<file path="src/sv/itp_pkg.sv">
package itp_pkg;

  localparam logic [7:0] CH_CARET  = 8'h5e;  // '^'
  localparam logic [7:0] CH_STAR   = 8'h2a;  // '*'
  localparam logic [7:0] CH_SLASH  = 8'h2f;  // '/'
  localparam logic [7:0] CH_PLUS   = 8'h2b;  // '+'
  localparam logic [7:0] CH_MINUS  = 8'h2d;  // '-'
  localparam logic [7:0] CH_LPAREN = 8'h28;  // '('
  localparam logic [7:0] CH_RPAREN = 8'h29;  // ')'

  typedef enum logic [1:0] {
    ST_OK       = 2'd0,
    ST_CLOSE    = 2'd1,
    ST_OVERFLOW = 2'd2,
    ST_OPEN     = 2'd3
  } status_e;

  typedef enum logic [2:0] {
    CLS_OPERAND,
    CLS_LPAREN,
    CLS_RPAREN,
    CLS_OPERATOR,
    CLS_OTHER
  } sym_class_e;

  typedef enum logic [1:0] {
    SRC_SYMBOL,
    SRC_TOP,
    SRC_MARK
  } emit_src_e;

  // Commands from the sequencer to the datapath
  typedef struct packed {
    logic       capture;
    logic       push;
    logic       pop;
    logic       emit;
    emit_src_e  src;
    status_e    mark_status;
    logic       set_open;
    logic       finish;
  } itp_cmd_t;

  // Status from the datapath to the sequencer
  typedef struct packed {
    sym_class_e cls;
    logic       empty;
    logic       full;
    logic       top_lparen;
    logic       pop_cond;
    logic       emit_ok;
    logic       out_free;
    logic       last;
    logic       open_seen;
  } itp_sts_t;

  function automatic logic [1:0] precedence(input logic [7:0] ch);
    logic [1:0] p;
    case (ch)
      CH_CARET:           p = 2'd3;
      CH_STAR, CH_SLASH:  p = 2'd2;
      CH_PLUS, CH_MINUS:  p = 2'd1;
      default:            p = 2'd0;
    endcase
    return p;
  endfunction

  function automatic sym_class_e classify(input logic [7:0] ch);
    sym_class_e c;
    if ((ch >= 8'h61 && ch <= 8'h7a) || (ch >= 8'h41 && ch <= 8'h5a) ||
        (ch >= 8'h30 && ch <= 8'h39)) begin
      c = CLS_OPERAND;
    end else if (ch == CH_LPAREN) begin
      c = CLS_LPAREN;
    end else if (ch == CH_RPAREN) begin
      c = CLS_RPAREN;
    end else if (precedence(ch) != 2'd0) begin
      c = CLS_OPERATOR;
    end else begin
      c = CLS_OTHER;
    end
    return c;
  endfunction

endpackage

</file>
<file path="src/sv/itp_ctrl.sv">
module itp_ctrl (
  input  logic              clk_i,
  input  logic              rst_ni,
  input  logic              in_valid_i,
  output logic              in_ready_o,
  input  itp_pkg::itp_sts_t sts_i,
  output itp_pkg::itp_cmd_t cmd_o
);

  typedef enum logic [2:0] {
    S_IDLE,
    S_DECODE,
    S_CLOSE,
    S_OPPOP,
    S_FLUSH,
    S_FIN
  } state_e;

  state_e state_q, state_d;
  state_e after_item;

  always_comb begin
    cmd_o             = '0;
    cmd_o.src         = itp_pkg::SRC_MARK;
    cmd_o.mark_status = itp_pkg::ST_OK;
    state_d           = state_q;
    in_ready_o        = 1'b0;
    after_item        = sts_i.last ? S_FLUSH : S_IDLE;

    case (state_q)
      S_IDLE: begin
        in_ready_o    = 1'b1;
        cmd_o.capture = in_valid_i;
        if (in_valid_i) begin
          state_d = S_DECODE;
        end
      end
      S_DECODE: begin
        case (sts_i.cls)
          itp_pkg::CLS_OPERAND: begin
            cmd_o.emit = 1'b1;
            cmd_o.src  = itp_pkg::SRC_SYMBOL;
            if (sts_i.emit_ok) state_d = after_item;
          end
          itp_pkg::CLS_LPAREN: begin
            if (sts_i.full) begin
              cmd_o.emit        = 1'b1;
              cmd_o.mark_status = itp_pkg::ST_OVERFLOW;
              if (sts_i.emit_ok) state_d = after_item;
            end else begin
              cmd_o.push = 1'b1;
              state_d    = after_item;
            end
          end
          itp_pkg::CLS_RPAREN:   state_d = S_CLOSE;
          itp_pkg::CLS_OPERATOR: state_d = S_OPPOP;
          default:               state_d = after_item;
        endcase
      end
      S_CLOSE: begin
        if (sts_i.empty) begin
          cmd_o.emit        = 1'b1;
          cmd_o.mark_status = itp_pkg::ST_CLOSE;
          if (sts_i.emit_ok) state_d = after_item;
        end else if (sts_i.top_lparen) begin
          cmd_o.pop = 1'b1;
          state_d   = after_item;
        end else begin
          cmd_o.emit = 1'b1;
          cmd_o.src  = itp_pkg::SRC_TOP;
          cmd_o.pop  = sts_i.emit_ok;
        end
      end
      S_OPPOP: begin
        if (!sts_i.empty && sts_i.pop_cond) begin
          cmd_o.emit = 1'b1;
          cmd_o.src  = itp_pkg::SRC_TOP;
          cmd_o.pop  = sts_i.emit_ok;
        end else if (sts_i.full) begin
          cmd_o.emit        = 1'b1;
          cmd_o.mark_status = itp_pkg::ST_OVERFLOW;
          if (sts_i.emit_ok) state_d = after_item;
        end else begin
          cmd_o.push = 1'b1;
          state_d    = after_item;
        end
      end
      S_FLUSH: begin
        if (!sts_i.empty) begin
          if (sts_i.top_lparen) begin
            cmd_o.pop      = 1'b1;
            cmd_o.set_open = 1'b1;
          end else begin
            cmd_o.emit = 1'b1;
            cmd_o.src  = itp_pkg::SRC_TOP;
            cmd_o.pop  = sts_i.emit_ok;
          end
        end else if (sts_i.open_seen) begin
          cmd_o.emit        = 1'b1;
          cmd_o.mark_status = itp_pkg::ST_OPEN;
          if (sts_i.emit_ok) state_d = S_FIN;
        end else begin
          state_d = S_FIN;
        end
      end
      S_FIN: begin
        cmd_o.finish = 1'b1;
        if (sts_i.out_free) state_d = S_IDLE;
      end
      default: state_d = S_IDLE;
    endcase
  end

  always_ff @(posedge clk_i or negedge rst_ni) begin
    if (!rst_ni) begin
      state_q <= S_IDLE;
    end else begin
      state_q <= state_d;
    end
  end

endmodule

</file>
<file path="src/sv/itp_dpath.sv">
module itp_dpath #(
  parameter int unsigned STACK_DEPTH = 32
) (
  input  logic              clk_i,
  input  logic              rst_ni,
  input  logic [7:0]        symbol_i,
  input  logic              end_of_expression_i,
  input  itp_pkg::itp_cmd_t cmd_i,
  output itp_pkg::itp_sts_t sts_o,
  output logic              out_tvalid_o,
  input  logic              out_tready_i,
  output logic [7:0]        out_symbol_o,
  output logic              out_valid_o,
  output logic              out_last_o,
  output logic [1:0]        status_o
);

  localparam int unsigned CW = $clog2(STACK_DEPTH + 1);
  localparam int unsigned AW = $clog2(STACK_DEPTH);

  logic [7:0]        sym_q;
  logic              last_q;
  logic              open_q;
  logic [CW-1:0]     count_q, count_d;
  logic [7:0]        top_q;
  logic [7:0]        rd_q;
  logic [7:0]        mem [STACK_DEPTH];

  logic              wr_en, rd_en;
  logic [AW-1:0]     wr_addr, rd_addr;

  logic              hold_vld_q;
  logic [7:0]        hold_sym_q;
  logic              hold_chr_q;
  itp_pkg::status_e  hold_st_q;

  logic              m_vld_q;
  logic [7:0]        m_sym_q;
  logic              m_chr_q;
  logic              m_last_q;
  itp_pkg::status_e  m_st_q;

  logic [7:0]        new_sym;
  logic              new_chr;
  itp_pkg::status_e  new_st;
  logic              out_free, emit_ok, emit_fire;
  logic              load_new, load_hold, hold_load, fin;
  logic [1:0]        top_prec, sym_prec;

  // Result selection
  always_comb begin
    case (cmd_i.src)
      itp_pkg::SRC_SYMBOL: begin
        new_sym = sym_q;
        new_chr = 1'b1;
        new_st  = itp_pkg::ST_OK;
      end
      itp_pkg::SRC_TOP: begin
        new_sym = top_q;
        new_chr = 1'b1;
        new_st  = itp_pkg::ST_OK;
      end
      default: begin
        new_sym = 8'd0;
        new_chr = 1'b0;
        new_st  = cmd_i.mark_status;
      end
    endcase
  end

  // A final item keeps its newest result back until the end is known
  assign out_free  = !m_vld_q || out_tready_i;
  assign emit_ok   = last_q ? (!hold_vld_q || out_free) : out_free;
  assign emit_fire = cmd_i.emit && emit_ok;
  assign load_new  = emit_fire && !last_q;
  assign load_hold = emit_fire && last_q && hold_vld_q;
  assign hold_load = emit_fire && last_q;
  assign fin       = cmd_i.finish && out_free;

  // Stack: top in a register, the rest in memory; rd_q tracks the entry below
  assign count_d = count_q + CW'(cmd_i.push) - CW'(cmd_i.pop);
  assign wr_en   = cmd_i.push && (count_q != '0);
  assign wr_addr = AW'(count_q - CW'(1));
  assign rd_en   = count_d >= CW'(2);
  assign rd_addr = AW'(count_d - CW'(2));

  always_ff @(posedge clk_i) begin
    if (wr_en) begin
      mem[wr_addr] <= top_q;
    end
    if (rd_en) begin
      rd_q <= (wr_en && (wr_addr == rd_addr)) ? top_q : mem[rd_addr];
    end
  end

  always_ff @(posedge clk_i) begin
    if (cmd_i.capture) begin
      sym_q <= symbol_i;
    end
    if (cmd_i.push) begin
      top_q <= sym_q;
    end else if (cmd_i.pop) begin
      top_q <= rd_q;
    end
    if (hold_load) begin
      hold_sym_q <= new_sym;
      hold_chr_q <= new_chr;
      hold_st_q  <= new_st;
    end
    if (load_new) begin
      m_sym_q  <= new_sym;
      m_chr_q  <= new_chr;
      m_st_q   <= new_st;
      m_last_q <= 1'b0;
    end else if (load_hold) begin
      m_sym_q  <= hold_sym_q;
      m_chr_q  <= hold_chr_q;
      m_st_q   <= hold_st_q;
      m_last_q <= 1'b0;
    end else if (fin) begin
      m_sym_q  <= hold_vld_q ? hold_sym_q : 8'd0;
      m_chr_q  <= hold_vld_q && hold_chr_q;
      m_st_q   <= hold_vld_q ? hold_st_q : itp_pkg::ST_OK;
      m_last_q <= 1'b1;
    end
  end

  always_ff @(posedge clk_i or negedge rst_ni) begin
    if (!rst_ni) begin
      count_q    <= '0;
      last_q     <= 1'b0;
      open_q     <= 1'b0;
      hold_vld_q <= 1'b0;
      m_vld_q    <= 1'b0;
    end else begin
      count_q <= count_d;
      if (cmd_i.capture) begin
        last_q <= end_of_expression_i;
        open_q <= 1'b0;
      end else if (cmd_i.set_open) begin
        open_q <= 1'b1;
      end
      if (hold_load) begin
        hold_vld_q <= 1'b1;
      end else if (fin) begin
        hold_vld_q <= 1'b0;
      end
      if (load_new || load_hold || fin) begin
        m_vld_q <= 1'b1;
      end else if (out_tready_i) begin
        m_vld_q <= 1'b0;
      end
    end
  end

  assign top_prec = itp_pkg::precedence(top_q);
  assign sym_prec = itp_pkg::precedence(sym_q);

  assign sts_o.cls        = itp_pkg::classify(sym_q);
  assign sts_o.empty      = (count_q == '0);
  assign sts_o.full       = (count_q == CW'(STACK_DEPTH));
  assign sts_o.top_lparen = (top_q == itp_pkg::CH_LPAREN);
  assign sts_o.pop_cond   = (top_prec > sym_prec) ||
                            ((top_prec == sym_prec) && (sym_q != itp_pkg::CH_CARET));
  assign sts_o.emit_ok    = emit_ok;
  assign sts_o.out_free   = out_free;
  assign sts_o.last       = last_q;
  assign sts_o.open_seen  = open_q;

  assign out_tvalid_o = m_vld_q;
  assign out_symbol_o = m_sym_q;
  assign out_valid_o  = m_chr_q;
  assign out_last_o   = m_last_q;
  assign status_o     = m_st_q;

  a_count_range: assert property (@(posedge clk_i) disable iff (!rst_ni)
    count_q <= CW'(STACK_DEPTH))
    else $error("stack count beyond depth");

  a_push_not_full: assert property (@(posedge clk_i) disable iff (!rst_ni)
    cmd_i.push |-> count_q < CW'(STACK_DEPTH))
    else $error("push onto a full stack");

  a_pop_not_empty: assert property (@(posedge clk_i) disable iff (!rst_ni)
    cmd_i.pop |-> count_q != '0)
    else $error("pop from an empty stack");

  a_hold_only_final: assert property (@(posedge clk_i) disable iff (!rst_ni)
    hold_vld_q |-> last_q)
    else $error("held result outside a final item");

endmodule

</file>
<file path="src/sv/infix_to_postfix_converter_unit.sv">
// Shunting-yard infix to postfix converter. Each input transaction carries one
// ASCII character; letters and digits pass straight out, parentheses and the
// operators ^ (right-associative, highest), * / and + - go through an operator
// stack of STACK_DEPTH entries. tlast on the input marks the final character,
// after which the stack is flushed and the last output transaction carries
// tlast. Output tuser is 1 for a character and 0 for a marker; a marker carries
// a status code (unmatched close, stack overflow, unmatched open) or, when the
// final character released nothing, a bare end with status ok. One character
// is handled at a time; the input is not ready again until it is done. An
// operator first pops each stacked entry that takes precedence over it and is
// then pushed; a ')' releases each operator above its '(' and then pops the '(';
// the stack gives up one entry per cycle while results are taken. A final
// character then flushes the stack, ends the flush (giving the unmatched-open
// marker where one is due) and releases the closing transaction. A stalled
// output holds the sequencer only when a result has nowhere to go.
module infix_to_postfix_converter_unit #(
  parameter int unsigned STACK_DEPTH = 32
) (
  input  logic        clk_i,
  input  logic        rst_ni,
  // Input stream
  input  logic        s_axis_tvalid_i,
  output logic        s_axis_tready_o,
  input  logic [7:0]  s_axis_tdata_i,   // [7:0] symbol
  input  logic        s_axis_tlast_i,   // end_of_expression
  // Output stream
  output logic        m_axis_tvalid_o,
  input  logic        m_axis_tready_i,
  output logic [15:0] m_axis_tdata_o,   // [7:0] out_symbol, [9:8] status, rest zero
  output logic        m_axis_tuser_o,   // out_valid
  output logic        m_axis_tlast_o    // out_last
);

  itp_pkg::itp_cmd_t cmd;
  itp_pkg::itp_sts_t sts;
  logic [7:0]        out_symbol;
  logic [1:0]        status;

  // Sequencer: walks each character through decode, pops and flush
  itp_ctrl u_ctrl (
    .clk_i      (clk_i),
    .rst_ni     (rst_ni),
    .in_valid_i (s_axis_tvalid_i),
    .in_ready_o (s_axis_tready_o),
    .sts_i      (sts),
    .cmd_o      (cmd)
  );

  // Datapath: input capture, operator stack, held result and output register
  itp_dpath #(
    .STACK_DEPTH (STACK_DEPTH)
  ) u_dpath (
    .clk_i               (clk_i),
    .rst_ni              (rst_ni),
    .symbol_i            (s_axis_tdata_i),
    .end_of_expression_i (s_axis_tlast_i),
    .cmd_i               (cmd),
    .sts_o               (sts),
    .out_tvalid_o        (m_axis_tvalid_o),
    .out_tready_i        (m_axis_tready_i),
    .out_symbol_o        (out_symbol),
    .out_valid_o         (m_axis_tuser_o),
    .out_last_o          (m_axis_tlast_o),
    .status_o            (status)
  );

  // Pack the output transaction, padding to whole bytes
  assign m_axis_tdata_o = {6'd0, status, out_symbol};

endmodule

</file>
<file path="config.mk">
export PLATFORM = sky130hd
export DESIGN_NAME = infix_to_postfix_converter_unit
export DESIGN_NICKNAME = d
export VERILOG_FILES = /design/src/sv/itp_pkg.sv /design/src/sv/itp_ctrl.sv /design/src/sv/itp_dpath.sv /design/src/sv/infix_to_postfix_converter_unit.sv
export SDC_FILE = /design/constraint.sdc
export NUM_CORES = 1
export LEC_CHECK = 0
export ABC_AREA = 1
export BUFFER_PORTS_ARGS = -buffer_cell sky130_fd_sc_hd__buf_2
export CORE_MARGIN = 2
export CORE_UTILIZATION = 60
export CTS_BUF_LIST = sky130_fd_sc_hd__clkbuf_8
export DETAILED_ROUTE_END_ITERATION = 8
export PLACE_DENSITY = 0.77
export SYNTH_ARGS = -nofsm -noshare
export SYNTH_HDL_FRONTEND = slang
export SYNTH_SLANG_ARGS = --single-unit
</file>
<file path="constraint.sdc">
create_clock -name clk_i -period 11.85 [get_ports clk_i]
set_input_delay 1.7775 -clock clk_i [delete_from_list [all_inputs] [get_ports clk_i]]
set_output_delay 1.7775 -clock clk_i [all_outputs]
set_load 0.01 [all_outputs]
</file>
==> summary.txt, run 1 <==
Run status
  • Outcome: finished, final reports clean

Finish
  • ANT cells: 0
  • Share of layout cells above drive strength 1: 0.08792
  • Final net count: 1399
  • Fin cells: 1718
  • Area Growth Syn to Fin: 8.248%

Critical path
  • Flop2flop setup slack: around 4.4 ns
  • CP max FO: 76
  • Critical Path RT: between 10 and 15 ns
  • Setup crit start: u_dpath.top_q[3]
  • Nature of the critical path endpoint: flop
  • Cell depth of the worst flop-to-flop path: 27
  • FF-to-FF End: u_dpath.rd_q[2]
  • Setup crit start kind: flop
  • Kind of critical path: reg2reg
  • FF-to-FF Start: u_dpath.top_q[3]
  • CP arrival: 7.79 ns
  • Setup crit end: u_dpath.rd_q[2]

Synthesis
  • Post-Syn Instances: 1338
  • EDFF count, synth: 302
  • Top-area cell type share of the netlist area: 0.6407
  • #FFs+latches synth: 316
  • Cell Area, Synth: about 0.014 mm²
  • Yosys top cell by area: edfxtp_1
  • Seq/Total Area, Yosys: 0.6651
  • Synth area leaders: edfxtp_1 (64%), nand2_1 (8.7%), nor2_1 (5.3%), o21ai_0 (5.0%), o22ai_1 (2.6%)
  • Top-count cell post-synth: nand2_1
  • Cell variety after synth: 37
  • Main synth FF type: edfxtp_1
  • Async S/R FF share, synth: 0.04114
  • Mean Syn Cell Area: ~11 µm²
  • Synth top cells by count: nand2_1 (328), edfxtp_1 (302), nor2_1 (199), o21ai_0 (142), inv_1 (66)
  • Synth warn: 0

Global route
  • Initial antenna violation count: 0
  • Global-route wire length before repair: between 40000 and 50000 µm
  • Vias in the first global route: ~9200
  • Gr usage total: 0.2573
  • Grt ovf: 0
  • Largest net degree at the start of global routing: 108

Route
  • Met2 WL: between 10000 and 15000 µm
  • DRT Pass-1 Iters: 5
  • Met3 routed WL: 2312 µm
  • Drt via density: 5.701
  • Detail Route Antenna Nets: 0
  • WL met1: 13840 µm
  • DR WL/cell: between 15 and 20 µm
  • Drt total wl: about 31000 µm
  • # DRC: 0
  • Iteration-0 DRC Markers: 908
  • Total number of vias: between 9000 and 10000
  • Top sig layer: met4

Floorplan
  • Core box area: 0.02333 mm²
  • Cell Rows: 56
  • Starting Density: 0.6066
  • Die X: approximately 160 µm
  • Ports: 33
  • Overall die height: 157.6 µm
  • Die footprint: 0.02483 mm²

CTS
  • CTS clk-pin slew, worst paths: 0.06 ns
  • Cts repair resizes: 0
  • CTS sink count: 316
  • Clock Latency Late Sink: 0.56 ns
  • CTS buffer count: 49
  • Setup repair bufs after CTS: 0
  • H-tree depth: 2
  • # hold bufs at CTS: 0
  • CTS max path bufs: 3
  • CTS Root Cell: clkbuf_8
  • CTS tree: yes

Job
  • Max cap viols: 0

Timing
  • RSZ-0062 raised after global routing: false
  • Fmax: 133.6 MHz
  • Final Hold Fails: 0
  • Setup violators final: 0
  • Final min period: 7.486 ns
  • Clock Skew: 0.02592 ns
  • Slew margin rel.: 0.09380
  • Final period utilization: 0.6318
  • Max-slew violations: 0
  • Worst hold margin: ~0.52 ns
  • Slew @ Worst Pin: 1.359 ns
  • Total negative slack: 0 ns

Placed design
  • Port bufs: 26
  • DP HPWL: 19220 µm
  • RePlAce Congestion: 0.9347
  • Placed cells: roughly 1600

Hold path
  • Hold/Removal Path Class: reg2reg
## how the worst min path moves through the flow
stage	depth (start not counted)	startpoint	slack, ns	endpoint
after global placement	4	u_dpath.out_last_o	0.51	u_dpath.out_last_o
after floorplan	2	u_dpath.rd_q[1]	0.49	u_dpath.top_q[1]
after global routing	2	u_dpath.rd_q[1]	0.54	u_dpath.top_q[1]
final	2	u_dpath.rd_q[7]	0.52	u_dpath.top_q[7]
after CTS	2	u_dpath.rd_q[1]	0.53	u_dpath.top_q[1]
after detailed placement	2	u_dpath.rd_q[1]	0.51	u_dpath.top_q[1]
## cell type report
| type | count | area, µm² |
|---|---|---|
| clock buffer | 50 | 688.2 |
| clock inverter | 34 | 166.4 |
| fill | 1797 | 8011 |
| inverter | 73 | 275.3 |
| multi-input combinational | 891 | 4180 |
| sequential | 316 | 9414 |
| tap | 319 | 399.1 |
| timing repair buffer | 35 | 197.7 |
## layer usage
layer | global-route usage | vias up
li1 | - | 4688
met1 | 0.3657 | 4670
met2 | 0.4111 | 374
met3 | 0.04736 | 62
met4 | 0.07532 | 0
met5 | 0 | -
## critical path, cell delays in order, from the launching register on
cell,delay (ns)
edfxtp_1,1.25
nand2_1,0.24
nor4_1,0.42
a21o_1,0.14
ha_1,0.24
nand2_1,0.08
nand2_1,0.05
nor2_1,0.11
nor2_2,0.06
nand3_1,0.13
inv_1,0.11
nand2_1,0.09
nand2_1,0.06
ha_1,0.27
inv_1,0.06
ha_4,0.16
fa_2,0.51
buf_4,0.56
inv_2,0.08
ha_1,0.70
inv_1,0.91
nor2_1,0.11
nor3_1,0.21
nand2_1,0.15
nor2_8,0.18
nand3_4,0.13
nand2_1,0.10
nand2_1,0.05
## registers in the layout, summed over array words and instances, names as in the netlist
name and cells:
u_ctrl.state_q 3, u_dpath.count_q 6, u_dpath.hold_chr_q 1, u_dpath.hold_st_q 2, u_dpath.hold_sym_q 8, u_dpath.hold_vld_q 1, u_dpath.last_q 1, u_dpath.mem 256
u_dpath.open_q 1, u_dpath.out_last_o 1, u_dpath.out_symbol_o 8, u_dpath.out_tvalid_o 1, u_dpath.out_valid_o 1, u_dpath.rd_q 8, u_dpath.status_o 2, u_dpath.sym_q 8
u_dpath.top_q 8
## placed cells by master (no fill, tap or decap), types with 2 or more instances in the layout
master | netlist | layout
inv_2 | 7 | 7
nand2_4 | 3 | 3
nand2_2 | 6 | 6
dfrtp_1 | 13 | 13
clkinv_1 | 0 | 11
inv_1 | 66 | 80
o21bai_1 | 2 | 2
a21oi_1 | 12 | 12
clkinv_2 | 0 | 7
edfxtp_1 | 302 | 302
nand3_1 | 63 | 63
xnor2_1 | 3 | 3
nand4_1 | 11 | 11
buf_4 | 11 | 9
conb_1 | 1 | 6
o21ai_1 | 15 | 15
o22ai_1 | 59 | 59
o21ai_0 | 142 | 142
nor3_1 | 3 | 3
nand3_2 | 3 | 3
nand2_1 | 328 | 328
buf_2 | 15 | 26
clkbuf_8 | 0 | 50
nor2_2 | 5 | 5
ha_1 | 19 | 18
xor2_1 | 3 | 3
nor2_1 | 199 | 199
## logic make-up after synthesis
logic type | share of synthesized area
buffers and inverters | 0.04190
XOR/XNOR | 0.003714
adder cells (fa/ha/maj) | 0.01821
other | 0.0002650
AND/OR/NAND/NOR | 0.1810
flip-flops | 0.6651
AO/OA/AOI/OAI | 0.08982
## per-stage QoR
stage	setup WS [ns]	cell area (µm²)	util
floorplan	6.522	14170	-
global placement	4.803	14470	0.6200
detailed placement	4.459	14470	0.6200
CTS	4.466	15320	0.6566
global route	3.796	15320	0.6566
finish	4.364	15320	0.6566
Power of run 1 is not shown: default switching activity piles up to over one toggle a cycle in this logic, so the estimate is an artifact.
==> inputs of run 2 (changes only) <==
CORE_UTILIZATION = 59   (was 60)
PLACE_DENSITY = 0.79   (was 0.77)
clock period = 6.16 ns   (was 11.85 ns; I/O delays follow)
==> summary.txt, run 2 (same netlist as run 1, synthesis figures left out) <==
Run status
  • Outcome: finished, final reports clean

Timing
  • Final min period: 5.591 ns (-1.895 ns)
  • Final period utilization: 0.9076 (+0.2759)
  • Max-slew violations: 0 (unchanged)
  • Clock Skew: 0.03176 ns (+0.005844 ns)
  • Total negative slack: 0 ns (unchanged)
  • Fmax: 178.9 MHz (+34%)
  • Final Hold Fails: 0 (unchanged)
  • Slew margin rel.: 0.3819 (+0.2881)
  • Setup violators final: 0 (unchanged)
  • Slew @ Worst Pin: 0.9238 ns (-0.4355 ns)
  • RSZ-0062 raised after global routing: false

CTS
  • CTS Root Cell: clkbuf_8
  • CTS tree: yes
  • Cts repair resizes: 0 (unchanged)
  • Clock Latency Late Sink: 0.59 ns (+0.03 ns)
  • CTS max path bufs: 3 (unchanged)
  • # hold bufs at CTS: 0 (unchanged)
  • H-tree depth: 2 (unchanged)
  • Setup repair bufs after CTS: 0 (unchanged)
  • CTS buffer count: 50 (+2.0%)
  • CTS sink count: 316 (unchanged)
  • CTS clk-pin slew, worst paths: 0.06 ns (about the same)

Critical path
  • Setup crit start kind: flop
  • Buffers & Inverters on Critical Path: 4 (-1)
  • Critical Path RT: 6.49 ns (-5.66 ns)
  • Nature of the critical path endpoint: flop
  • Kind of critical path: reg2reg
  • Most frequent CP cell: nand2_1
  • CP max stage cell: edfxtp_1
  • CP arrival: 5.92 ns (-1.87 ns)
  • Worst stage delay on the critical path: 0.64 ns (-0.61 ns)
  • CP max FO: 58 (-24%)
  • Top delay family on crit path: simple AND/OR/NAND/NOR gates

Global route
  • Global-route wire length before repair: 50850 µm (+3.6%)
  • Initial antenna violation count: 0 (unchanged)
  • Gr usage total: 0.2553 (-0.002021)
  • Grt ovf: 0 (unchanged)
  • Vias in the first global route: 9638 (+4.7%)
  • Largest net degree at the start of global routing: 76 (-30%)

Finish
  • Most common cell after layout, fill and taps aside: nand2_1
  • Share of layout cells above drive strength 1: 0.09457 (+0.006646)
  • Final net count: 1408 (+0.64%)
  • Register Area: 0.009414 mm² (unchanged)
  • Area of the multi-input gates: 0.004180 mm² (unchanged)
  • Most flop-heavy register: u_dpath.mem
  • ANT cells: 0 (unchanged)
  • Max FFs per register: 256 (unchanged)
  • Most frequent cells in the layout: nand2_1 (328), edfxtp_1 (302), nor2_1 (199)
  • Area Growth Syn to Fin: 9.450%
  • Filler cell count: 1815 (+1.0%)

Placed design
  • RePlAce Congestion: 0.9162 (-2.0%)
  • DP HPWL: 19490 µm (+1.4%)
  • Port bufs: 26 (unchanged)

Floorplan
  • Core box area: 0.02354 mm² (+0.90%)
  • Overall die height: 158.9 µm (+0.82%)
  • Starting Density: 0.6012 (-0.005416)
  • Die footprint: 0.02524 mm² (+1.7%)
  • Cell Rows: 56 (unchanged)
  • Die X: 158.9 µm (+0.82%)
  • Ports: 33 (unchanged)

Route
  • # DRC: 0 (unchanged)
  • Drt total wl: 32270 µm (+2.6%)
  • DRT Pass-1 Iters: 5 (unchanged)
  • Iteration-0 DRC Markers: 1066 (+17%)
  • DR WL/cell: 18.59 µm (+1.5%)
  • Detail Route Antenna Nets: 0 (unchanged)
  • Drt via density: 5.787 (+1.5%)
  • Total number of vias: 10050 (+2.6%)

Hold path
  • Hold/Removal Path Class: in2async

Job
  • Max cap viols: 0 (unchanged)
## run 2: cell count changes in the layout (fill, tap and decap cells not counted)
| cell | before | now |
|---|---|---|
| clkinv_4 | 0 | 1 |
| inv_8 | 0 | 2 |
| buf_4 | 9 | 17 |
| clkinv_2 | 7 | 4 |
| clkinv_1 | 11 | 18 |
| bufinv_16 | 1 | 2 |
| clkbuf_8 | 50 | 53 |
| inv_2 | 7 | 6 |
## run 2: per-layer routing
metal	GRT usage	up-vias	wire, µm	share of wire
li1	-	4713	-	-
met1	0.3523	4760	13140	0.41
met2	0.4210	500	15490	0.48
met3	0.03474	74	2803	0.087
met4	0.09091	0	831	0.026
met5	0	-	0	0
## run 2: worst paths after layout
kind / from / endpoint / slack (ns) / cells after the start
max in group asynchronous: rst_ni / u_dpath.last_q / 5.70 / 1
max: u_dpath.top_q[3] / u_dpath.rd_q[6] / 0.57 / 25
min reg2reg: u_dpath.rd_q[5] / u_dpath.top_q[5] / 0.52 / 2
min: rst_ni / u_ctrl.state_q[0] / 0.23 / 1
min in group clk_i: u_dpath.rd_q[5] / u_dpath.top_q[5] / 0.52 / 2
max reg2reg: u_dpath.top_q[3] / u_dpath.rd_q[6] / 0.57 / 25
## run 2: stage by stage
stage | cells | area [µm²] | util | hold WS (ns) | setup WS (ns)
after global routing | 1736 | 15490 | 0.6580 | 0.2514 | 0.3235
after floorplan | 1343 | 14170 | - | 0.4874 | 1.020
after detailed placement | 1642 | 14530 | 0.6170 | 0.5140 | 0.7382
final | 1736 | 15490 | 0.6580 | 0.2320 | 0.5689
after global placement | 1642 | 14530 | 0.6170 | 0.5004 | 0.9769
after CTS | 1736 | 15490 | 0.6580 | 0.2229 | 0.7351
## run 2: area by class of cell
cell class	count	area share
clock inverter	41	0.01518
multi-input combinational	891	0.2698
timing repair buffer	43	0.01664
inverter	73	0.01777
clock buffer	53	0.04709
sequential	316	0.6077
tap	319	0.02577
Power of run 2 is left out for the same reason.
==> inputs of run 3 (changes only) <==
GPL_ROUTABILITY_DRIVEN = 0   (was default)
PLACE_DENSITY = default   (was 0.79)
PLACE_DENSITY_LB_ADDON = 0.2   (was default)
==> summary.txt, run 3 (same netlist as run 1, synthesis figures left out) <==
CTS
  • CTS tree: yes
  • H-tree depth: 2 (unchanged)
  • CTS sink count: 316 (unchanged)
  • CTS max path bufs: 3 (unchanged)
  • CTS Root Cell: clkbuf_8
  • CTS clk-pin slew, worst paths: 0.06 ns (about the same)
  • # hold bufs at CTS: 0 (unchanged)
  • Setup repair bufs after CTS: 0 (unchanged)
  • Clock Latency Late Sink: 0.57 ns (-0.02 ns)
  • CTS buffer count: 51 (+2.0%)
  • Cts repair resizes: 0 (unchanged)

Route
  • Total number of vias: 9837 (-2.1%)
  • Met3 routed WL: 2344 µm (-16%)
  • Top sig layer: met4
  • Drt via density: 5.693 (-1.6%)
  • DR WL/cell: 18.35 µm (-1.3%)
  • WL met1: 13670 µm (+4.0%)
  • Iteration-0 DRC Markers: 975 (-8.5%)
  • Drt total wl: 31720 µm (-1.7%)
  • # DRC: 0 (unchanged)
  • Detail Route Antenna Nets: 0 (unchanged)
  • Met2 WL: 14960 µm (-3.4%)
  • DRT Pass-1 Iters: 5 (unchanged)

Finish
  • Max FFs per register: 256 (unchanged)
  • Most frequent cells in the layout: nand2_1 (328), edfxtp_1 (302), nor2_1 (199)
  • Final net count: 1407 (-0.071%)
  • Register Area: 0.009414 mm² (unchanged)
  • Area of the multi-input gates: 0.004180 mm² (unchanged)
  • ANT cells: 0 (unchanged)
  • Area Growth Syn to Fin: 8.990%
  • Final instance area: 0.01543 mm² (-0.42%)
  • Most flop-heavy register: u_dpath.mem
  • Fin cells: 1728 (-0.46%)
  • Filler cell count: 1859 (+2.4%)
  • Most common cell after layout, fill and taps aside: nand2_1
  • Share of layout cells above drive strength 1: 0.08943 (-0.005141)

Critical path
  • Setup crit start: u_dpath.top_q[7]
  • Most frequent CP cell: nand2_1
  • Worst stage delay on the critical path: 0.67 ns (+0.03 ns)
  • Kind of critical path: reg2reg
  • Nature of the critical path endpoint: flop
  • Setup crit start kind: flop
  • CP max FO: 25 (-57%)
  • Critical Path RT: 6.48 ns (about the same)
  • CP arrival: 5.76 ns (-0.16 ns)
  • CP max stage cell: edfxtp_1
  • Cell depth of the worst flop-to-flop path: 28 (+12%)
  • Flop2flop setup slack: 0.72 ns (+0.15 ns)
  • FF-to-FF Start: u_dpath.top_q[7]

Floorplan
  • Ports: 33 (unchanged)
  • Starting Density: 0.6012 (unchanged)
  • Die footprint: 0.02524 mm² (unchanged)
  • Overall die height: 158.9 µm (unchanged)
  • Cell Rows: 56 (unchanged)
  • Core box area: 0.02354 mm² (unchanged)
  • Die X: 158.9 µm (unchanged)

Placed design
  • Area post-placement: 0.01454 mm² (about the same)
  • Pre-CTS setup slack: 0.7912 ns (+0.05302 ns)
  • DP HPWL: 19290 µm (-1.0%)
  • Placed cells: 1640 (-0.12%)
  • Port bufs: 26 (unchanged)

Timing
  • Final min period: 5.442 ns (-0.1493 ns)
  • Total negative slack: 0 ns (unchanged)
  • Fmax: 183.8 MHz (+2.7%)
  • Setup violators final: 0 (unchanged)
  • Final period utilization: 0.8834 (-0.02424)
  • Max-slew violations: 0 (unchanged)
  • Slew margin rel.: 0.3748 (-0.007086)
  • Final Hold Fails: 0 (unchanged)
  • RSZ-0062 raised after global routing: false
  • Clock Skew: 0.01869 ns (-0.01307 ns)
  • Slew @ Worst Pin: 0.9344 ns (+0.01059 ns)
  • Final worst setup slack: 0.7182 ns (+0.1493 ns)

Global route
  • Gr usage total: 0.2537 (-0.001575)
  • Global-route wire length before repair: 50450 µm (-0.79%)
  • Largest net degree at the start of global routing: 130 (+71%)
  • Vias in the first global route: 9443 (-2.0%)
  • Grt ovf: 0 (unchanged)
  • Initial antenna violation count: 0 (unchanged)

Run status
  • Outcome: finished, final reports clean

Job
  • Max cap viols: 0 (unchanged)

Hold path
  • Hold/Removal Path Class: in2async
[run 3: changes by cell type in the layout (fill, tap and decap cells not counted), sizes merged]
cell	before	now
clkinv	23	8
clkbuf	53	52
clkinvlp	0	1
inv	89	99
bufinv	2	1
buf	43	41
[run 3: critical path: cells and delay by family, from the launching register on]
family / cells / cell delay, ns
adder cells (fa/ha/maj): 5 / 1.51
flip-flops: 1 / 0.67
AND/OR/NAND/NOR: 17 / 2.02
XOR/XNOR: 1 / 0.27
AO/OA/AOI/OAI: 1 / 0.14
buffers and inverters: 4 / 0.59
[run 3: final timing paths]
path,end
min in group clk_i,u_dpath.top_q[4]
max,u_dpath.rd_q[0]
max in group asynchronous,u_dpath.count_q[1]
min,u_dpath.last_q
min reg2reg,u_dpath.top_q[4]
max reg2reg,u_dpath.rd_q[0]
[run 3: stage by stage]
stage | util | hold WS (ns)
3_3_place_gp | 0.6175 | 0.5039
5_1_grt | 0.6552 | 0.2645
4_1_cts | 0.6552 | 0.2383
6_report | 0.6552 | 0.2524
2_1_floorplan | - | 0.4874
3_5_place_dp | 0.6175 | 0.5147
[run 3: area by class of cell]
type	instances	area share
flip-flops and latches	316	0.6103
inverters	73	0.01784
well taps	319	0.02587
multi-input cells	891	0.2710
clock inverters	36	0.01127
repair buffers	41	0.01736
clock buffers	52	0.04639
[run 3: routing by layer]
metal  GRT usage  vias to the layer above
met5           0                        -
met4     0.08306                        0
li1            -                     4707
met2      0.4089                      379
met3     0.04232                       61
met1      0.3564                     4690
Power of run 3 is left out for the same reason.
